--- config.mk ---
export PLATFORM = sky130hd
export DESIGN_NAME = triple_buffer_frame_mailbox
export DESIGN_NICKNAME = d
export VERILOG_FILES = /design/src/rtl/tbfm_pkg.sv /design/src/rtl/tbfm_ctrl.sv /design/src/rtl/tbfm_datapath.sv /design/src/rtl/triple_buffer_frame_mailbox.sv
export SDC_FILE = /design/constraint.sdc
export NUM_CORES = 1
export LEC_CHECK = 0
export ABC_AREA = 1
export BUFFER_PORTS_ARGS = -buffer_cell sky130_fd_sc_hd__buf_4
export CAP_MARGIN = 20
export CORE_MARGIN = 3
export CORE_UTILIZATION = 63
export DETAILED_ROUTE_END_ITERATION = 8
export PLACE_DENSITY = 0.93
export SLEW_MARGIN = 20
export SYNTH_ARGS = -nofsm -noshare
export SYNTH_HDL_FRONTEND = slang
export SYNTH_SLANG_ARGS = --single-unit
export TNS_END_PERCENT = 10
--- constraint.sdc ---
create_clock -name i_clk -period 13.05 [get_ports i_clk]
set_clock_uncertainty 0.05 [all_clocks]
set_input_delay 0 -clock i_clk [delete_from_list [all_inputs] [get_ports i_clk]]
set_output_delay 0 -clock i_clk [all_outputs]
set_load 0.01 [all_outputs]
--- src/rtl/tbfm_pkg.sv ---
// Package for the triple-buffer frame mailbox.
// Holds the word types, action and register codes, and fixed field widths.
// Used by every module of the block; depends on nothing.
`default_nettype none

package tbfm_pkg;

    localparam int SLOT_COUNT = 3;
    localparam int DIM_W      = 16;
    localparam int ADDR_W     = 32;
    localparam int CNT_W      = 32;

    typedef logic [1:0] t_slot;

    // Action codes. Code three behaves as status only.
    localparam logic [1:0] ACT_PUBLISH = 2'd0;
    localparam logic [1:0] ACT_TAKE    = 2'd1;

    // Configuration register indexes.
    localparam logic [1:0] REG_BASE_ZERO = 2'd0;
    localparam logic [1:0] REG_BASE_ONE  = 2'd1;
    localparam logic [1:0] REG_BASE_TWO  = 2'd2;

    // Slot reset roles.
    localparam t_slot SLOT_ZERO = 2'd0;
    localparam t_slot SLOT_ONE  = 2'd1;
    localparam t_slot SLOT_TWO  = 2'd2;

    typedef struct packed {
        logic [1:0]       action;
        logic [DIM_W-1:0] frame_width;
        logic [DIM_W-1:0] frame_height;
    } t_in_word;

    typedef struct packed {
        logic              take_valid;
        t_slot             taken_slot;
        logic [ADDR_W-1:0] taken_address;
        logic [DIM_W-1:0]  taken_width;
        logic [DIM_W-1:0]  taken_height;
        logic [CNT_W-1:0]  taken_sequence;
        logic              overwrote_unread;
        t_slot             write_slot_index;
        logic [ADDR_W-1:0] write_slot_address;
        logic              frame_pending;
        logic [CNT_W-1:0]  publish_total;
        logic [CNT_W-1:0]  drop_total;
    } t_out_word;

    // Commands from the controller to the datapath.
    typedef struct packed {
        logic load;   // capture the input word
        logic exec;   // apply the captured action and register the result
    } t_dp_cmd;

endpackage

`default_nettype wire

--- src/rtl/tbfm_ctrl.sv ---
// Controller of the triple-buffer frame mailbox.
// Sequences accept, execute and result strobe; depends on tbfm_pkg.
`default_nettype none

module tbfm_ctrl (
    input  wire                i_clk,
    input  wire                i_rst_n,
    input  wire                start,
    output logic               busy,
    output tbfm_pkg::t_dp_cmd  o_cmd,
    output logic               o_done
);
    import tbfm_pkg::*;

    localparam logic ST_IDLE = 1'b0;
    localparam logic ST_EXEC = 1'b1;

    logic r_state;
    logic n_state;
    logic r_done;

    always_comb begin
        n_state = r_state;
        case (r_state)
            ST_IDLE: begin
                if (start) begin
                    n_state = ST_EXEC;
                end
            end
            ST_EXEC: begin
                n_state = ST_IDLE;
            end
            default: begin
                n_state = ST_IDLE;
            end
        endcase
    end

    always_ff @(posedge i_clk) begin
        if (!i_rst_n) begin
            r_state <= ST_IDLE;
            r_done  <= 1'b0;
        end else begin
            r_state <= n_state;
            r_done  <= (r_state == ST_EXEC);
        end
    end

    assign busy       = (r_state != ST_IDLE);
    assign o_cmd.load = start && (r_state == ST_IDLE);
    assign o_cmd.exec = (r_state == ST_EXEC);
    assign o_done     = r_done;

endmodule

`default_nettype wire

--- src/rtl/tbfm_datapath.sv ---
// Datapath of the triple-buffer frame mailbox: slot roles, metadata,
// counters, base address registers and the result register. Uses tbfm_pkg.
`default_nettype none

module tbfm_datapath #(
    parameter int DIMENSION_BITS = 16
) (
    input  wire                        i_clk,
    input  wire                        i_rst_n,
    input  tbfm_pkg::t_dp_cmd          i_cmd,
    input  tbfm_pkg::t_in_word         i_word,
    input  wire                        i_cfg_we,
    input  wire  [1:0]                 i_cfg_index,
    input  wire  [31:0]                i_cfg_data,
    output tbfm_pkg::t_out_word        o_result
);
    import tbfm_pkg::*;

    // Stored dimensions keep only their low DIMENSION_BITS bits, at most DIM_W.
    localparam int STORE_W = (DIMENSION_BITS < DIM_W) ? DIMENSION_BITS : DIM_W;

    logic [ADDR_W-1:0]  r_base [SLOT_COUNT];
    logic [STORE_W-1:0] r_slot_w [SLOT_COUNT];
    logic [STORE_W-1:0] r_slot_h [SLOT_COUNT];
    logic [CNT_W-1:0]   r_slot_seq [SLOT_COUNT];

    t_slot            r_writer, r_middle, r_reader;
    t_slot            n_writer, n_middle, n_reader;
    logic             r_fresh, n_fresh;
    logic [CNT_W-1:0] r_seq, n_seq;
    logic [CNT_W-1:0] r_pub, n_pub;
    logic [CNT_W-1:0] r_drop, n_drop;
    t_in_word         r_word;
    t_out_word        r_out, n_out;
    logic             meta_we;

    function automatic logic [ADDR_W-1:0] base_of(input t_slot s,
                                                  input logic [ADDR_W-1:0] b0,
                                                  input logic [ADDR_W-1:0] b1,
                                                  input logic [ADDR_W-1:0] b2);
        logic [ADDR_W-1:0] a;
        case (s)
            SLOT_ZERO: a = b0;
            SLOT_ONE:  a = b1;
            SLOT_TWO:  a = b2;
            default:   a = '0;
        endcase
        return a;
    endfunction

    function automatic logic [STORE_W-1:0] i_word_w_trunc(input logic [DIM_W-1:0] v);
        return v[STORE_W-1:0];
    endfunction

    always_comb begin
        n_writer = r_writer;
        n_middle = r_middle;
        n_reader = r_reader;
        n_fresh  = r_fresh;
        n_seq    = r_seq;
        n_pub    = r_pub;
        n_drop   = r_drop;
        meta_we  = 1'b0;
        n_out    = '0;
        case (r_word.action)
            ACT_PUBLISH: begin
                n_seq    = r_seq + 1'b1;
                meta_we  = (r_writer < SLOT_COUNT);
                n_writer = r_middle;
                n_middle = r_writer;
                n_pub    = r_pub + 1'b1;
                if (r_fresh) begin
                    n_drop = r_drop + 1'b1;
                    n_out.overwrote_unread = 1'b1;
                end
                n_fresh = 1'b1;
            end
            ACT_TAKE: begin
                if (r_fresh) begin
                    n_middle = r_reader;
                    n_reader = r_middle;
                    n_fresh  = 1'b0;
                    n_out.take_valid    = 1'b1;
                    n_out.taken_slot    = r_middle;
                    n_out.taken_address = base_of(r_middle, r_base[0], r_base[1],
                                                  r_base[2]);
                    if (r_middle < SLOT_COUNT) begin
                        n_out.taken_width    = DIM_W'(r_slot_w[r_middle]);
                        n_out.taken_height   = DIM_W'(r_slot_h[r_middle]);
                        n_out.taken_sequence = r_slot_seq[r_middle];
                    end
                end
            end
            default: begin
            end
        endcase
        n_out.write_slot_index   = n_writer;
        n_out.write_slot_address = base_of(n_writer, r_base[0], r_base[1], r_base[2]);
        n_out.frame_pending      = n_fresh;
        n_out.publish_total      = n_pub;
        n_out.drop_total         = n_drop;
    end

    always_ff @(posedge i_clk) begin
        if (!i_rst_n) begin
            r_writer <= SLOT_ZERO;
            r_middle <= SLOT_ONE;
            r_reader <= SLOT_TWO;
            r_fresh  <= 1'b0;
            r_seq    <= '0;
            r_pub    <= '0;
            r_drop   <= '0;
            for (int i = 0; i < SLOT_COUNT; i++) begin
                r_base[i]     <= '0;
                r_slot_w[i]   <= '0;
                r_slot_h[i]   <= '0;
                r_slot_seq[i] <= '0;
            end
        end else begin
            if (i_cfg_we) begin
                case (i_cfg_index)
                    REG_BASE_ZERO: r_base[0] <= i_cfg_data;
                    REG_BASE_ONE:  r_base[1] <= i_cfg_data;
                    REG_BASE_TWO:  r_base[2] <= i_cfg_data;
                    default: begin
                    end
                endcase
            end
            if (i_cmd.exec) begin
                r_writer <= n_writer;
                r_middle <= n_middle;
                r_reader <= n_reader;
                r_fresh  <= n_fresh;
                r_seq    <= n_seq;
                r_pub    <= n_pub;
                r_drop   <= n_drop;
                if (meta_we) begin
                    r_slot_w[r_writer]   <= i_word_w_trunc(r_word.frame_width);
                    r_slot_h[r_writer]   <= i_word_w_trunc(r_word.frame_height);
                    r_slot_seq[r_writer] <= n_seq;
                end
            end
        end
    end

    // Input capture and result register carry payload only.
    always_ff @(posedge i_clk) begin
        if (i_cmd.load) begin
            r_word <= i_word;
        end
        if (i_cmd.exec) begin
            r_out <= n_out;
        end
    end

    assign o_result = r_out;

endmodule

`default_nettype wire

--- src/rtl/triple_buffer_frame_mailbox.sv ---
// Top level of the triple-buffer frame mailbox.
// Joins tbfm_ctrl and tbfm_datapath; uses tbfm_pkg.
`default_nettype none

// Triple-buffer frame mailbox between one producer and one consumer. A
// command word is accepted at a rising edge where start is high and busy is
// low. In the cycle after acceptance the action is applied to the slot
// roles, metadata and counters, and in the cycle after that the result word
// appears on o_result, marked by o_result_valid for exactly one cycle. busy
// is low again in that same result cycle, so a new command can be accepted
// there. The controller's single execute state lies between the
// input capture register and the result register. The receiver cannot stall
// the block: a result must be taken in the cycle it is shown. Publish (action
// zero) stores the frame size and the next sequence number in the writer slot
// and swaps writer and middle; take (action one) swaps reader and middle when
// a fresh frame waits and reports that frame; any other action only reports
// status. The three slot base addresses are written through the configuration
// port, which is always ready; write them only while the block is idle.
module triple_buffer_frame_mailbox #(
    parameter int DIMENSION_BITS = 16
) (
    input  wire                   i_clk,
    input  wire                   i_rst_n,
    input  wire                   start,
    output logic                  busy,
    input  tbfm_pkg::t_in_word    i_cmd,
    output logic                  o_result_valid,
    output tbfm_pkg::t_out_word   o_result,
    input  wire                   i_cfg_valid,
    output logic                  o_cfg_ready,
    input  wire  [1:0]            i_cfg_index,
    input  wire  [31:0]           i_cfg_data
);
    import tbfm_pkg::*;

    t_dp_cmd dp_cmd;

    assign o_cfg_ready = 1'b1;

    tbfm_ctrl u_ctrl (
        .i_clk   (i_clk),
        .i_rst_n (i_rst_n),
        .start   (start),
        .busy    (busy),
        .o_cmd   (dp_cmd),
        .o_done  (o_result_valid)
    );

    tbfm_datapath #(
        .DIMENSION_BITS (DIMENSION_BITS)
    ) u_datapath (
        .i_clk       (i_clk),
        .i_rst_n     (i_rst_n),
        .i_cmd       (dp_cmd),
        .i_word      (i_cmd),
        .i_cfg_we    (i_cfg_valid && o_cfg_ready),
        .i_cfg_index (i_cfg_index),
        .i_cfg_data  (i_cfg_data),
        .o_result    (o_result)
    );

    // An accepted command is followed by its result word, marked by o_result_valid.
    a_result_follows: assert property (@(posedge i_clk) disable iff (!i_rst_n)
        (start && !busy) |=> ##1 o_result_valid)
        else $error("result word missing after accepted command");

    // The slot handed to the reader is never the slot the producer writes.
    a_take_distinct: assert property (@(posedge i_clk) disable iff (!i_rst_n)
        (o_result_valid && o_result.take_valid) |->
        (o_result.taken_slot != o_result.write_slot_index))
        else $error("reader and writer share a slot");

    // A successful take always consumes the pending frame.
    a_take_clears: assert property (@(posedge i_clk) disable iff (!i_rst_n)
        (o_result_valid && o_result.take_valid) |-> !o_result.frame_pending)
        else $error("frame still pending after take");

    // A publish always leaves a frame pending, and a drop only comes from one.
    a_publish_pending: assert property (@(posedge i_clk) disable iff (!i_rst_n)
        (o_result_valid && o_result.overwrote_unread) |->
        (o_result.frame_pending && !o_result.take_valid))
        else $error("drop reported without pending publish");

endmodule

`default_nettype wire

Word level (Yosys, flattened, before mapping)
Memories as Yosys holds them, arrays and structs flattened. A register that Yosys moved wholly into a read port is not among the register bits. Index checks and enable logic that the tools add are counted.

Register bits after elaboration: 338. Memory bits (writable): 288. Input bits: 72. Output and inout bits: 202. Logic and storage cells: 109. Memories kept: 4.

Add/sub/neg operators: 3. $lt $le $gt $ge: 2. Equal/unequal tests: 8. Multiplexer cells: 51. Bitwise operators: 4. Reductions and logical operators: 13.

Memories: u_datapath.r_base (words 3, bits a word 32, rd ports 3, clocked after memory_dff 0, wr ports 3, line tbfm_datapath.sv:22) `logic [ADDR_W-1:0] r_base [SLOT_COUNT];`; u_datapath.r_slot_seq (words 3, bits a word 32, rd ports 1, clocked after memory_dff 1, wr ports 3, line tbfm_datapath.sv:25) `logic [CNT_W-1:0] r_slot_seq [SLOT_COUNT];`; u_datapath.r_slot_h (words 3, bits a word 16, rd ports 1, clocked after memory_dff 1, wr ports 3, line tbfm_datapath.sv:24) `logic [STORE_W-1:0] r_slot_h [SLOT_COUNT];`; u_datapath.r_slot_w (words 3, bits a word 16, rd ports 1, clocked after memory_dff 1, wr ports 3, line tbfm_datapath.sv:23) `logic [STORE_W-1:0] r_slot_w [SLOT_COUNT];`.

Operators by type and width (count): $mux W32 (8); $pmux W32 S3 (2); $mux W99 (1); $add A32 B1 Y32 const B (3); $mux W64 (1); $mux W16 (2); $reduce_or A16 Y1 (2); $reduce_or A32 Y1 (1); $mux W1 (23); $mux W2 (11); $reduce_and A3 Y1 (3); $eq A2 B1 Y1 const B (4); $logic_not A2 Y1 (4); $eq A2 B2 Y1 const B (3); $lt A2 B2 Y1 const B (2); $pmux W1 S2 (2); $pmux W2 S2 (1); $or A1 B1 Y1 (3); $ne A2 B1 Y1 const B (1); $reduce_and A2 Y1 (1); $reduce_bool A2 Y1 (1); $logic_and A1 B1 Y1 (1); $not A1 Y1 (1).

Depth between registers and ports, before layout
Gate-level depths: netlist of the first run.

Word-level depth: 8. Gate-level depth with buffers: 11. Mapped depth without buffers: 11.

By module
Synthesis of the first run repeated with hierarchy kept, for this count alone.

Cell total of the unflattened synthesis: 2881. Area, all modules: 29354.4 um2.

Modules (own cells, without submodules): tbfm_datapath (times used 1, cells an instance 2869, area each 29266.8 um2, sequential area each 19668.9 um2); tbfm_ctrl (times used 1, cells an instance 10, area each 76.3 um2, sequential area each 40.0 um2); triple_buffer_frame_mailbox (times used 1, cells an instance 2, area each 11.3 um2, sequential area each 0.0 um2).

Least setup slack after synthesis of the first run
OpenSTA, ideal clock, no wires.

Path type: reg2reg. Start: reg u_ctrl.r_state, in the netlist u_ctrl.busy. End: mem u_datapath.r_slot_h[0][0] (netlist name) (enable). Setup time: 0.424 ns. Data arrival time: 7.968 ns. Data required time: 12.576 ns. Setup slack: 4.609 ns. Cell stages (with the launch flop): 7. Buffers on the path: 2. Clock period less this slack: 8.441 ns. Cell sequence: dfxtp_1 nand2_1 nor2_1 nand3_1 buf_2 buf_2 nand2_1.

RTL lines: from (decl) (line tbfm_ctrl.sv:18) `logic r_state;`; from (signal assigned) (line tbfm_ctrl.sv:44) `r_state <= n_state;`; to (decl) (line tbfm_datapath.sv:24).

==> results of run 1 <==
worst min path at each step:
stage                                      endpoint  slack [ns]  cells after the start
CTS                  u_datapath.r_word[6]$_DFFE_PP_        0.04                      2
detailed placement   u_datapath.r_word[4]$_DFFE_PP_        0.13                      1
finish               u_datapath.r_word[6]$_DFFE_PP_        0.06                      2
floorplan            u_datapath.r_word[0]$_DFFE_PP_        0.05                      0
global route        u_datapath.r_word[30]$_DFFE_PP_        0.06                      2
global placement    u_datapath.r_word[30]$_DFFE_PP_        0.13                      1
cells in the final DEF (no fill, tap or decap), types with 6 or more instances in the layout:
cell                              n
sky130_fd_sc_hd__bufinv_16        7
sky130_fd_sc_hd__nor2_2          15
sky130_fd_sc_hd__clkinv_2        13
sky130_fd_sc_hd__clkbuf_16       72
sky130_fd_sc_hd__o22ai_1         20
sky130_fd_sc_hd__nand4_1         30
sky130_fd_sc_hd__inv_1          298
sky130_fd_sc_hd__nand2_4          6
sky130_fd_sc_hd__o221ai_1        42
sky130_fd_sc_hd__and2_1          10
sky130_fd_sc_hd__o21ai_0        174
sky130_fd_sc_hd__nor2_4          10
sky130_fd_sc_hd__clkinv_1         8
sky130_fd_sc_hd__buf_4          292
sky130_fd_sc_hd__conb_1          65
sky130_fd_sc_hd__nand2_2          6
sky130_fd_sc_hd__xor2_1          35
sky130_fd_sc_hd__nand3_2          6
sky130_fd_sc_hd__o21ai_1          8
sky130_fd_sc_hd__edfxtp_1       585
sky130_fd_sc_hd__dlygate4sd3_1   68
sky130_fd_sc_hd__a21oi_1         68
sky130_fd_sc_hd__nand3_1        119
sky130_fd_sc_hd__nor2_1         564
sky130_fd_sc_hd__nor3_1           9
sky130_fd_sc_hd__clkbuf_1        15
sky130_fd_sc_hd__inv_2            6
sky130_fd_sc_hd__dfxtp_1        104
sky130_fd_sc_hd__xnor2_1          8
sky130_fd_sc_hd__nand2_1        475
per-layer routing:
| layer | up-vias | part of all wire (%) | track usage, % |
|---|---|---|---|
| met1 | 10400 | 35 | 38.5 |
| li1 | 9851 | - | - |
| met3 | 275 | 9.6 | 5.60 |
| met4 | 2 | 4.6 | 13.7 |
| met5 | - | 0.017 | 0 |
| met2 | 1449 | 50 | 53.6 |
critical path, cell delays in order, from the launching register on:
cell                       delay [ns]
sky130_fd_sc_hd__edfxtp_1        0.44
sky130_fd_sc_hd__nor2_4          0.58
sky130_fd_sc_hd__o21ai_1         0.25
sky130_fd_sc_hd__nor2_1          0.75
sky130_fd_sc_hd__inv_1           0.66
sky130_fd_sc_hd__o221ai_1        0.42
sequential cells by signal, summed over array words and instances (netlist names), named ones only:
| name | count |
|---|---|
| u_datapath.o_result | 199 |
| u_datapath.r_slot_seq | 128 |
| u_datapath.r_base | 96 |
| u_datapath.r_slot_h | 64 |
| u_datapath.r_slot_w | 64 |
| u_datapath.r_word | 34 |
| u_datapath.r_drop | 32 |
| u_datapath.r_pub | 32 |
| u_datapath.r_seq | 32 |
| u_datapath.r_middle | 2 |
| u_datapath.r_reader | 2 |
| u_datapath.r_writer | 2 |
| u_ctrl.busy | 1 |
| u_ctrl.o_done | 1 |
| u_datapath.r_fresh | 1 |
power breakdown:
part	internal [mW]	switching (mW)
registers	2.49	0.0408
logic	0.0881	0.161
clock network	1.17	0.836
logic make-up (layout without fill, tap and decap cells):
kind of cell               after synthesis  count (layout)  synth area share (%)
xor gates and xnor gates                48              48                  1.58
other                                    2              68                0.0260
buffers and inverters                  427             794                  5.74
and+or+nand+nor                       1263            1263                  18.1
AOI/OAI and AO/OA                      319             319                  6.23
adders and majority gates                3               3                 0.130
DFF                                    692             692                  68.2
layout make-up:
type | instances | share of cell area [%]
clock inverters | 35 | 1.09
repair buffers | 362 | 8.43
multi-input cells | 1698 | 22.6
flip-flops and latches | 692 | 56.9
well taps | 592 | 2.14
inverters | 307 | 3.34
clock buffers | 90 | 5.48
diodes | 3 | 0.0217
==> results.txt, run 1 <==
The number of design rule violations left after detail routing is 0. The number of max-capacitance violations reported is 0. The critical path in this run is classified as flip-flop to flip-flop. After clock tree synthesis, the clock-pin slew on the worst setup and hold paths is 0.06 ns.

The static power due to leakage came out at 14.0 nW. Summing all multi-input logic gate instances after layout gives 7820 um^2. The setup slack after layout is 9.67 ns.

The worst register-to-register path begins at u_datapath.r_word[32]$_DFFE_PP_. The smallest hold slack is 0.0626 ns. For this run, the top clock speed supported by timing is 296 MHz. The die width came out at 220 um. The run finished with clean final reports. The worst hold path startpoint is i_cmd[6].

In this run the worst path has a maximum fanout of 25. The number of global-route vias before repair is 22100. The launching element type of the critical path is a flip-flop.

The number of warnings printed during yosys synthesis came out at 0. Setup repair after global routing left no endpoint under its margin. In this run the cell area measured after placement is 31600 um^2.

The overall die height came out at 220 um. Among all flip-flop cells after synthesis, the most frequent one is sky130_fd_sc_hd__edfxtp_1. The worst setup slack for register-to-register paths is 9.67 ns. The number of distinct standard cells referenced by the synthesized netlist is 41. The wire length of the first global-routing pass is 116000 um. The row count came out at 77.

The initial antenna violation count is 4. The cell area that synthesis handed to floorplanning was 28900 um^2. The worst register-to-register path ends at u_datapath.o_result[82]$_DFFE_PP_.

The worst voltage drop across the vdd grid is 137 uV. The kind of capture point of the worst setup path is a flip-flop. The mean instance size in the synthesized netlist came out at 10.5 um^2. The floorplan step defined a die boundary enclosing 48500 um^2.

The worst slew slack as a fraction of its limit is 24.1%. After the first detailed-routing iteration, the DRC count stood at 2908. The detail route stage leaves a number of antenna-violating nets equal to 0.

The number of fill cells in the layout came out at 2597. The number of sinks driven by the clock tree came out at 692. The tightest min-delay check is of the primary input to flip-flop type. OpenSTA, run right after detailed placement, puts the worst setup slack at 9.77 ns. The routability congestion estimate is 0.904. Summed over all failing endpoints, the final setup total negative slack is 0 ns. The number of optimization iterations in the first detailed-route pass is 6. The non-filler instance count after layout is 3779. Summing the sequential cell areas from Yosys gives 68.2% of the chip area.

The per-cell routed wire length came out at 19.9 um. The number of setup buffers added after CTS came out at 0. The hold buffer count at cts came out at 68. The data required time at the worst endpoint came out at 13.41 ns. At the worst endpoint, the arrival time is 3.75 ns. The H-tree depth reported by CTS came out at 3. The max-slew violation count is 0.

Summing all flip-flop and latch instances after layout gives 19700 um^2. The final core utilization is 77.3%. The ratio of cells with drive above 1 in the final layout came out at 14.5%. The count of final hold-check violations is 0.

The final global-route overflow total came out at 0. The overall track demand over capacity in global routing came out at 31.0%. Summed over all nets, the half-perimeter wirelength after detailed placement is 44400 um. The later pin in the worst-skew pair is clocked with a latency of 0.62 ns. The number of buffers added by the clock tree synthesis step came out at 69. The boundary pin count came out at 274. The cell at the root of the clock tree is sky130_fd_sc_hd__clkbuf_16. The placeable core region is 44800 um^2. The starting density of the core is 64.5%.

The maximum number of buffers from clock root to sink is 3. The final total power is 4.79 mW. The total instance count after detailed placement came out at 3581.

By instance count, the leading cell after synthesis is sky130_fd_sc_hd__edfxtp_1. Yosys attributes the largest share of cell area to sky130_fd_sc_hd__edfxtp_1, sky130_fd_sc_hd__dfxtp_1, sky130_fd_sc_hd__nor2_1. The synthesized design spends more area on one cell type than any other, namely sky130_fd_sc_hd__edfxtp_1.

The final standard cell area without fillers came out at 34600 um^2. TritonCTS built the clock tree. After detailed routing, the number of vias per cell comes to 5.83. Setup violations remaining at the end of the flow were counted as 0. The pin slew with the least headroom to its limit is 1.14 ns. By count the netlist is led by sky130_fd_sc_hd__edfxtp_1, sky130_fd_sc_hd__nor2_1, sky130_fd_sc_hd__nand2_1, sky130_fd_sc_hd__inv_1, sky130_fd_sc_hd__o21ai_0. The gate count of the mapped netlist is 2754.

Entering global routing, the biggest net connects 107 pins. The signed area change from the synthesized netlist to the final layout is 19.9%. The layout net count is 3205.

The critical path starts at u_datapath.r_word[32]$_DFFE_PP_. The critical path ends at u_datapath.o_result[82]$_DFFE_PP_. The number of I/O port buffers is 272. The fraction of registers with async set or reset after synthesis is 0%. The post-cts repair resize count is 0. The flip-flop and latch count after synthesis came out at 692. The power density over cell area is 138 nW/um^2. In this run, synthesis inferred 585 flip-flops with an integrated enable. Counting cells, the worst reg-to-reg path comes to 5. The clock period minus worst slack is 3.38 ns. The vias after detailed routing is 22000. The routed design has 75300 um of wire.

The area share of the largest cell type after synthesis is 60.8%. After layout, the worst path uses 25.9% of the clock period.
(Power assumes the default switching activity.)
==> run 2: changes to the inputs <==
ABC_AREA = 0   (was 1)
CORE_UTILIZATION = 59   (was 63)
PLACE_DENSITY = 0.88   (was 0.93)
clock period = 3.15 ns   (was 13.05 ns; I/O delays follow)
==> results.txt, run 2 <==
The placement-stage cell area came out at 31900 um^2 (+0.88%). The per-cell routed wire length is 23.8 um (+20%). The largest individual stage delay along the critical path comes from the cell sky130_fd_sc_hd__or4_1. The number of I/O port buffers is 272 (unchanged). The total instance count after detailed placement came to 2981 (-17%). The cell at the root of the clock tree is sky130_fd_sc_hd__clkbuf_16.

The static power due to leakage was 13.4 nW (-4.5%). The number of enable-type register cells in the synthesized netlist is 585 (unchanged). The flip-flop and latch count after synthesis is 692 (unchanged).

The wire length of the first global-routing pass came out at 116000 um (-0.37%). Yosys attributes the largest share of cell area to sky130_fd_sc_hd__edfxtp_1, sky130_fd_sc_hd__dfxtp_1, sky130_fd_sc_hd__mux4_2. The most common flop cell mapped by yosys is sky130_fd_sc_hd__edfxtp_1.

The number of buffers and inverters on the critical path came out at 0 (-1). The maximum number of buffers from clock root to sink is 3 (unchanged). The post-route antenna net violation count came out at 0 (unchanged). The clock network latency to the later pin of the worst-skew pair was 0.61 ns (about the same). The signed area change from the synthesized netlist to the final layout is 21.1%.

The mapped cell area was 28900 um^2 (about the same). Grouping stages by cell kind, the critical path spends the most delay in simple AND/OR/NAND/NOR gates. The data required time at the worst endpoint came out at 3.43 ns (-9.98 ns). The maximum number of pins on one net before global-route repair was 139 (+30%).

The overall die height is 227 um (+3.3%). The tightest min-delay check is of the primary input to flip-flop type. The number of fill cells in the layout came out at 2753 (+6.0%).

The total stage count of the critical path came to 6 (+1). The non-filler instance count after layout came out at 3177 (-16%). The area share of the largest cell type after synthesis was 60.8% (about the same). The gate count of the mapped netlist is 2126 (-23%). The ratio of cells with drive above 1 in the final layout was 20.2% (+5.6 points). The number of warnings printed during yosys synthesis came to 0 (unchanged).

The highest fanout seen on the critical path was 13 (-48%). The average vias per placed instance was 6.17 (+5.8%). The number of global-route vias before repair came to 19800 (-10%). The layout net count came out at 2581 (-19%). STA classifies the critical path endpoint as a flip-flop. The worst voltage drop across the vdd grid came to 488 uV (+260%).

The number of optimization iterations in the first detailed-route pass is 6 (unchanged). The max-slew violation count came to 0 (unchanged). The register area share after synthesis is 68.2% (about the same).

TritonCTS built the clock tree. The H-tree depth reported by CTS is 3 (unchanged). The mean instance size in the synthesized netlist is 13.6 um^2 (+30%). The sum of net half-perimeters after detailed placement was 42400 um (-4.5%).

The storage element area is 19700 um^2 (about the same). Among all cell types in the netlist, the one instantiated most often is sky130_fd_sc_hd__edfxtp_1. The clock transition at the register clock pins on the worst setup and hold paths after CTS is 0.07 ns (about the same). The number of design rule violations left after detail routing is 0 (unchanged). After synthesis, the most frequently instantiated cells are sky130_fd_sc_hd__edfxtp_1, sky130_fd_sc_hd__nor2_1, sky130_fd_sc_hd__and2_1, sky130_fd_sc_hd__nand2_1, sky130_fd_sc_hd__clkbuf_1. The final number of setup-violating endpoints is 0 (unchanged). The top cell types in the final layout, fill and taps aside, are sky130_fd_sc_hd__edfxtp_1, sky130_fd_sc_hd__buf_4, sky130_fd_sc_hd__nor2_1. The routability congestion estimate came to 0.896 (-0.91%). The leading cell type in the layout, fill and taps excluded is sky130_fd_sc_hd__edfxtp_1. The critical path goes through ha_1 > or3b_2 > or4_1 > nor4_1 > xnor2_1 > nor2_1.

The number of distinct standard cells referenced by the synthesized netlist was 46 (+12%). The total wire length after detailed routing was 75700 um (+0.59%). The worst hold path depth is 2 (unchanged). The die area came out at 51700 um^2 (+6.6%). The boundary pin count came out at 274 (unchanged).

The setup path with the least slack is of type flip-flop to flip-flop. The flip-flop count of the largest register after layout came out at 199 (unchanged). Summed over all instances, the cell type with the most area after synthesis is sky130_fd_sc_hd__edfxtp_1. The count of final hold-check violations is 0 (unchanged). The vias after detailed routing was 19600 (-11%). The die width is 227 um (+3.3%). The number of sinks driven by the clock tree is 692 (unchanged). The data arrival time of the critical path is 3.12 ns (-0.63 ns). The final standard cell area without fillers is 35000 um^2 (+1.1%).

The final global-route overflow total is 0 (unchanged). The clock period minus worst slack came out at 2.85 ns (-0.535 ns). The multi-input combinational cell area is 8820 um^2 (+13%). The maximum clock frequency is 351 MHz (+19%). The starting density of the core is 60.2% (-4.3 points).

The number of DRC markers in iteration 0 is 2339 (-20%). The run finished with clean final reports. The number of max-capacitance violations reported came to 0 (unchanged).

The pin slew with the least headroom to its limit came out at 0.857 ns (-0.281 ns). Setup repair after global routing left no endpoint under its margin. The worst slew slack as a fraction of its limit came out at 42.9% (+19 points).

The launching element type of the critical path is a flip-flop. The cell depth of the worst flop-to-flop path is 6 (+1). The placeable core region is 48000 um^2 (+7.2%). The share of the clock period used by the worst path is 90.4% (+64 points). The fraction of registers with async set or reset after synthesis was 0% (unchanged). The power density over cell area came out at 585 nW/um^2 (+320%).

The number of buffers added by the clock tree synthesis step came out at 69 (unchanged). The overall track demand over capacity in global routing is 29.4% (-1.5 points). The row count is 80 (+3.9%). The initial antenna violation count came out at 3 (-1).

The stage delay of the slowest cell on the critical path came out at 0.69 ns (-0.06 ns).
-- run 2: cell types whose count changed after synthesis, moves of 64 or more --
cell / delta
sky130_fd_sc_hd__nor2_1: -314
sky130_fd_sc_hd__inv_1: -257
sky130_fd_sc_hd__and2_1: +131
sky130_fd_sc_hd__mux4_2: +64
sky130_fd_sc_hd__nand2_1: -363
sky130_fd_sc_hd__xnor2_1: +86
sky130_fd_sc_hd__o21ai_0: -118
sky130_fd_sc_hd__and3_1: +77
sky130_fd_sc_hd__mux2i_1: +70
-- run 2: cell type report --
type | instances | share of cell area (%)
Sequential cell | 692 | 56.3
Multi-Input combinational cell | 1314 | 25.2
Timing Repair Buffer | 385 | 8.93
Clock buffer | 89 | 5.45
Tap cell | 615 | 2.20
Clock inverter | 36 | 1.42
Inverter | 44 | 0.475
Antenna cell | 2 | 0.0143
-- run 2: path summary, 6_finish.rpt --
check | slack, ns | end | from
setup / recovery | 0.30 | u_datapath.r_slot_seq[0][28]$_SDFFCE_PN0P_ | u_datapath.r_seq[1]$_SDFFE_PN0P_
hold / removal | 0.06 | u_datapath.r_word[29]$_DFFE_PP_ | i_cmd[29]
setup reg to reg | 0.30 | u_datapath.r_slot_seq[0][28]$_SDFFCE_PN0P_ | u_datapath.r_seq[1]$_SDFFE_PN0P_
hold reg to reg | 0.42 | u_datapath.r_reader[0]$_SDFFE_PN0P_ | u_datapath.r_reader[0]$_SDFFE_PN0P_
-- run 2: repair_timing --
| item | in CTS | in global routing |
|---|---|---|
| endpoints found under the setup margin | 0 | 0 |
| setup buffers | 0 | 0 |
| gates resized for setup | 0 | 0 |
| hold endpoints to repair | 181 | 0 |
| hold buffers | 69 | 0 |
-- run 2: kinds of logic after synthesis --
| logic type | Yosys count | share of synthesized area, % |
|---|---|---|
| AOI/OAI and AO/OA | 125 | 2.23 |
| and+or+nand+nor | 822 | 14.6 |
| xor gates and xnor gates | 163 | 4.94 |
| adders and majority gates | 3 | 0.130 |
| DFF | 692 | 68.2 |
| muxes | 136 | 7.49 |
| other | 2 | 0.0260 |
| buffers and inverters | 183 | 2.43 |
-- run 2: layer usage --
metal | vias to the layer above | track usage (%) | routed length, um
li1 | 8409 | - | -
met1 | 9577 | 37.0 | 26700
met2 | 1334 | 50.2 | 38600
met3 | 266 | 6.03 | 7060
met4 | 2 | 12.3 | 3340
met5 | - | 0 | 11
-- run 2: stage by stage --
| stage | setup WS [ns] | utilization (%) | hold slack (ns) | setup TNS [ns] | power, mW |
|---|---|---|---|---|---|
| floorplan | -0.635 | - | 0.0489 | -183.35 | 11.2 |
| global placement | 0.435 | 66.4 | 0.129 | 0 | 11.6 |
| detailed placement | 0.344 | 66.4 | 0.130 | 0 | 11.7 |
| CTS | 0.326 | 72.9 | 0.0417 | 0 | 20.4 |
| global route | 0.144 | 72.9 | 0.0567 | 0 | 21.0 |
| finish | 0.303 | 72.9 | 0.0597 | 0 | 20.5 |
-- run 2: where the power goes --
part | internal, mW | switching [mW] | leakage, nW | total (mW)
clock | 5.23 | 3.62 | 1.18 | 8.85
combinational | 0.463 | 0.639 | 5.55 | 1.10
sequential | 10.3 | 0.206 | 6.68 | 10.5
total | 16.0 | 4.47 | 13.4 | 20.5
